--- config.mk ---
export PLATFORM = sky130hd
export DESIGN_NAME = gbi_locate
export DESIGN_NICKNAME = d
export VERILOG_FILES = /design/src/sv/gbi_pkg.sv /design/src/sv/gbi_locate.sv
export SDC_FILE = /design/constraint.sdc
export NUM_CORES = 2
export LEC_CHECK = 0
export BUFFER_PORTS_ARGS = -buffer_cell sky130_fd_sc_hd__buf_2
export CORE_ASPECT_RATIO = 0.8
export CORE_MARGIN = 2
export CORE_UTILIZATION = 60
export CTS_BUF_LIST = sky130_fd_sc_hd__clkbuf_2 sky130_fd_sc_hd__clkbuf_4 sky130_fd_sc_hd__clkbuf_8
export DETAILED_ROUTE_END_ITERATION = 8
export PLACE_DENSITY = 0.81
export SLEW_MARGIN = 20
export SYNTH_ARGS = -nofsm -noshare
export SYNTH_HDL_FRONTEND = slang
export SYNTH_SLANG_ARGS = --single-unit
--- constraint.sdc ---
create_clock -name clk -period 8.85 [get_ports clk]
set_clock_uncertainty 0.2 [all_clocks]
set_input_delay 1.77 -clock clk [delete_from_list [all_inputs] [get_ports clk]]
set_output_delay 1.77 -clock clk [all_outputs]
set_load 0.01 [all_outputs]
--- src/sv/gbi_pkg.sv ---
// Shared types and constants of the grid bilinear interpolator.
package gbi_pkg;

    localparam int DATA_W    = 32;
    localparam int FRAC_W    = 16;
    localparam int IDX_IN_W  = 6;
    localparam int CFG_IDX_W = 2;
    localparam int S_TDATA_W = 112;
    localparam int M_TDATA_W = 32;

    localparam logic [DATA_W-1:0] SCALE_RESET = 32'h003F_0000;
    localparam logic [FRAC_W:0]   FRAC_ONE    = 17'h1_0000;

    typedef enum logic [0:0]
    {
        CMD_WRITE = 1'b0,
        CMD_QUERY = 1'b1
    } cmd_t;

    typedef enum logic [CFG_IDX_W-1:0]
    {
        CFG_X_ORIGIN = 2'd0,
        CFG_X_SCALE  = 2'd1,
        CFG_Y_ORIGIN = 2'd2,
        CFG_Y_SCALE  = 2'd3
    } cfg_reg_t;

endpackage

--- src/sv/gbi_locate.sv ---
// Maps one Q16.16 coordinate to a grid index and a 16-bit fraction in four stages.
module gbi_locate #(
    parameter int NUM = 64
) (
    input  logic                       clk,
    input  logic                       en,
    input  logic [gbi_pkg::DATA_W-1:0] coord,
    input  logic [gbi_pkg::DATA_W-1:0] origin,
    input  logic [gbi_pkg::DATA_W-1:0] scale,
    output logic [$clog2(NUM)-1:0]     idx,
    output logic [gbi_pkg::FRAC_W-1:0] frac,
    output logic                       clamp
);
    import gbi_pkg::*;

    localparam int IW = $clog2(NUM);
    localparam logic [DATA_W-1:0] LAST = 32'(NUM - 1);

    logic [DATA_W:0]     diff_next, diff_reg;
    logic [DATA_W:0]     mag_next, mag_reg;
    logic                neg2_reg, neg3_reg;
    logic [2*DATA_W:0]   prod_full;
    logic [2*DATA_W-1:0] prod_next, prod_reg;
    logic [DATA_W-1:0]   ipart;
    logic [IW-1:0]       idx_next, idx_reg;
    logic [FRAC_W-1:0]   frac_next, frac_reg;
    logic                clamp_next, clamp_reg;

    always_comb
    begin
        diff_next = {coord[DATA_W-1], coord} - {origin[DATA_W-1], origin};
        // Magnitude reaches 2^32 - 1 at most, which still fits the 33-bit register.
        mag_next  = diff_reg[DATA_W] ? (~diff_reg + 33'd1) : diff_reg;
        prod_full = 65'(mag_reg) * 65'(scale);
        prod_next = prod_full[2*DATA_W-1:0];
        ipart     = prod_reg[2*DATA_W-1:DATA_W];

        if (neg3_reg && (prod_reg != '0))
        begin
            idx_next   = '0;
            frac_next  = '0;
            clamp_next = 1'b1;
        end
        else if (ipart >= LAST)
        begin
            // Landing exactly on the last index is not a clamp.
            idx_next   = IW'(NUM - 1);
            frac_next  = '0;
            clamp_next = (ipart != LAST) || (prod_reg[DATA_W-1:0] != '0);
        end
        else
        begin
            idx_next   = ipart[IW-1:0];
            frac_next  = prod_reg[DATA_W-1:DATA_W-FRAC_W];
            clamp_next = 1'b0;
        end
    end

    always_ff @(posedge clk)
    begin
        if (en)
        begin
            diff_reg  <= diff_next;
            mag_reg   <= mag_next;
            neg2_reg  <= diff_reg[DATA_W];
            prod_reg  <= prod_next;
            neg3_reg  <= neg2_reg;
            idx_reg   <= idx_next;
            frac_reg  <= frac_next;
            clamp_reg <= clamp_next;
        end
    end

    assign idx   = idx_reg;
    assign frac  = frac_reg;
    assign clamp = clamp_reg;

endmodule

==> impl.org <==
** Clock network
- Clock-pin slew was measured on the worst setup and hold paths at 0.09 ns.
- Clock tree synthesis found a total of ~160 sinks.
- Total clock buffers created by CTS :: 17
- Number of levels the H-tree was split into :: 4
- The root buffer cell chosen for the clock tree is sky130_fd_sc_hd__clkbuf_8.
- Clock latency on the worst-skew pair, taken at its later pin, is 0.48 ns.
- TritonCTS built the clock tree.
- CTS Hold Buffers Added :: 0
- The clock passes through at most 2 buffers.

** Outcome
- Result of the run :: finished clean

** GRT
- Entering global routing, the biggest net connects 86 pins.
- Wire length of the first global-routing pass :: between 150,000 and 200,000 um
- Number of global-route vias before repair :: 32,700
- The number of antenna violations at the first check in global routing came to 5.
- In the global route stage, overall resource usage came out at 0.311.
- The total overflow left after global routing is 0.

** Timing
- Based on the critical path, the design can be clocked at up to 114 MHz.
- The count of final max-slew check failures is 0.
- At the pin with the least slew margin, the transition time is 1.20 ns.
- Setup violations remaining at the end of the flow were counted as 0.
- Relative slew margins :: 0.201
- Summed over all failing endpoints, the final setup total negative slack is 0 ns.
- Final WS setup :: 0.105 ns
- Worst hold slack :: 0.248 ns
- The routed design could run at a clock period as short as between 8 and 9 ns.
- Of the available clock period, the critical path in the final layout requires 0.988.
- The final number of hold-violating endpoints is 0.

** Floorplan
- Number of rows created at floorplan :: 85
- Count of boundary I/O pins :: 121
- Width of the die :: between 200 and 300 um
- For this configuration, the core starts out at a cell density of 0.610.
- The die covers slightly above 0.07 mm2.
- Height of the chip :: between 200 and 250 um
- Floorplan Core Area :: around 0.068 mm2

** Placed design
- At the end of routability-driven placement, the weighted congestion stood at 0.955.
- Once detailed placement completed, the half-perimeter wirelength came to roughly 90,000 um.
- Worst slack at placement :: -0.523 ns
- Post-placement cell area :: 0.0448 mm2
- During placement, the flow inserted port buffers numbering 120.

** Detailed routing
- Post-route ant nets :: 0
- Routed via count :: 30,500
- Vias per cell :: between 5 and 6
- DRC errors left :: 0
- Average wire per standard cell :: 19.0 um
- The first detailed-routing pass took 5 iterations.
- Summed over all layers, the routed wires come to 106,000 um.
- Drt initial violations :: 2,709

** Yosys
- Yosys printed 0 warnings.
- Post-synthesis instance area :: 0.0413 mm2
- Syn Area/Cell :: 9.40 um2
- When the netlist entered floorplanning its net count stood at ~5,700.
- In this run, distinct cell masters in the synthesized netlist total 66.
- The share of the Yosys chip area taken by registers is 0.113.
- Fraction of synthesis flops using an asynchronous set or reset pin :: 0
- Leading register cell type out of synthesis :: sky130_fd_sc_hd__edfxtp_1
- Number of enable flip-flop cells after synthesis :: 155
- Cells after Synth :: 4,393
- The synthesized design contains 155 register bits.

** Cells and area
- Post-Layout Inst Area :: 0.0456 mm2
- Diode count :: 0
- Number of flip-flops under the largest register name :: 64
- Number of nets in the final layout :: 5,956
- Layout cell share with drive strength beyond 1 :: 0.119
- Area overhead of the layout relative to synthesis :: 10.5%
- The layout has 5,151 filler cells.
- Commonest non-fill, non-tap cell in the layout :: sky130_fd_sc_hd__inv_1
- In the layout the commonest cells are sky130_fd_sc_hd__inv_1 (981), sky130_fd_sc_hd__fa_1 (910), sky130_fd_sc_hd__nand2_1 (655), sky130_fd_sc_hd__and2_1 (487), sky130_fd_sc_hd__buf_4 (315).
- Summing all multi-input logic gate instances after layout gives 0.0323 mm2.
- FF+latch area :: about 0.0047 mm2

** Critical path
- Startpoint type of the worst setup path :: input pin
- Along the worst path, the maximum fanout reaches 11.
- Crit path DAT :: 8.76 ns
- Data on the critical path is required at its endpoint by 8.87 ns.
- Critical Path Sink Type :: flip-flop
- The critical path is of the input pin to flip-flop type.

** Hold path
- In this run the worst hold path is classified as flip-flop to flip-flop.

** Job
- Max-capacitance violation count :: 0
## timing repair
action	in CTS	in global routing
pin swaps	0	53
endpoints found under the setup margin	2	23
gates resized for setup	1	107
gates cloned	0	1
setup buffers	0	4
## area by class of cell
cell class / instances / area share
sequential: 155 / 0.102
tap: 913 / 0.0250
multi-input combinational: 3027 / 0.708
inverter: 983 / 0.0809
timing repair buffer: 457 / 0.0756
clock inverter: 15 / 0.00351
clock buffer: 17 / 0.00513
## logic make-up (layout without fill, tap and decap cells)
logic type,count (synthesis),after routing,synth area share
compound gates,311,311,0.0487
buf+inv,1211,1472,0.110
simple gates,1378,1378,0.165
xor+xnor,118,118,0.0250
flops,155,155,0.113
mux,3,3,0.000728
fa+ha+maj,1217,1217,0.537
## path summary, 6_finish.rpt
| path | start | endpoint | slack, ns | depth (start not counted) |
|---|---|---|---|---|
| worst max-delay path | scale[3] | prod_reg[62] | 0.11 | 24 |
| worst max register to register | mag_reg[8] | prod_reg[62] | 0.42 | 23 |
| worst min-delay path | neg2_reg | neg3_reg | 0.25 | 0 |
| worst min register to register | neg2_reg | neg3_reg | 0.25 | 0 |
## worst max-delay path, stage by stage
cell and delay [ns]:
sky130_fd_sc_hd__buf_4 0.18, sky130_fd_sc_hd__buf_4 0.19, sky130_fd_sc_hd__nand2_1 0.08, sky130_fd_sc_hd__fa_1 0.53, sky130_fd_sc_hd__inv_1 0.05, sky130_fd_sc_hd__fa_1 0.36, sky130_fd_sc_hd__inv_1 0.08, sky130_fd_sc_hd__fa_1 0.50
sky130_fd_sc_hd__fa_1 0.56, sky130_fd_sc_hd__inv_1 0.05, sky130_fd_sc_hd__fa_1 0.46, sky130_fd_sc_hd__ha_1 0.30, sky130_fd_sc_hd__fa_1 0.60, sky130_fd_sc_hd__fa_1 0.50, sky130_fd_sc_hd__ha_1 0.32, sky130_fd_sc_hd__nand4_1 0.14
sky130_fd_sc_hd__nor2_1 0.18, sky130_fd_sc_hd__o2111ai_1 0.22, sky130_fd_sc_hd__a41oi_2 0.33, sky130_fd_sc_hd__a311oi_2 0.20, sky130_fd_sc_hd__a2111o_1 0.54, sky130_fd_sc_hd__a211oi_2 0.27, sky130_fd_sc_hd__mux2i_1 0.21, sky130_fd_sc_hd__nand3_1 0.08
## metal layers
| metal | GRT usage | part of all wire |
|---|---|---|
| met1 | 0.451 | 0.43 |
| met2 | 0.458 | 0.43 |
| met3 | 0.105 | 0.13 |
| met4 | 0.0635 | 0.017 |
| met5 | 0 | 0 |
## metrics by stage
step	instances	utilization
floorplan	4393	-
global placement	5527	0.662
detailed placement	5527	0.662
CTS	5559	0.668
global route	5567	0.674
finish	5567	0.674
## Yosys cell counts (all sizes together), types with 28 or more instances
cell type,count,area (um2)
xor2,28,245
clkbuf,223,838
ha,291,3640
inv,983,3690
a21oi,89,449
xnor2,90,788
a21o,49,368
fa,926,18500
and2,491,3070
edfxtp,155,4650
o21ai,64,320
nor2,84,330
nand2,658,2470
Power is not shown: default switching activity piles up to over one toggle a cycle in this logic, so the estimate is an artifact.
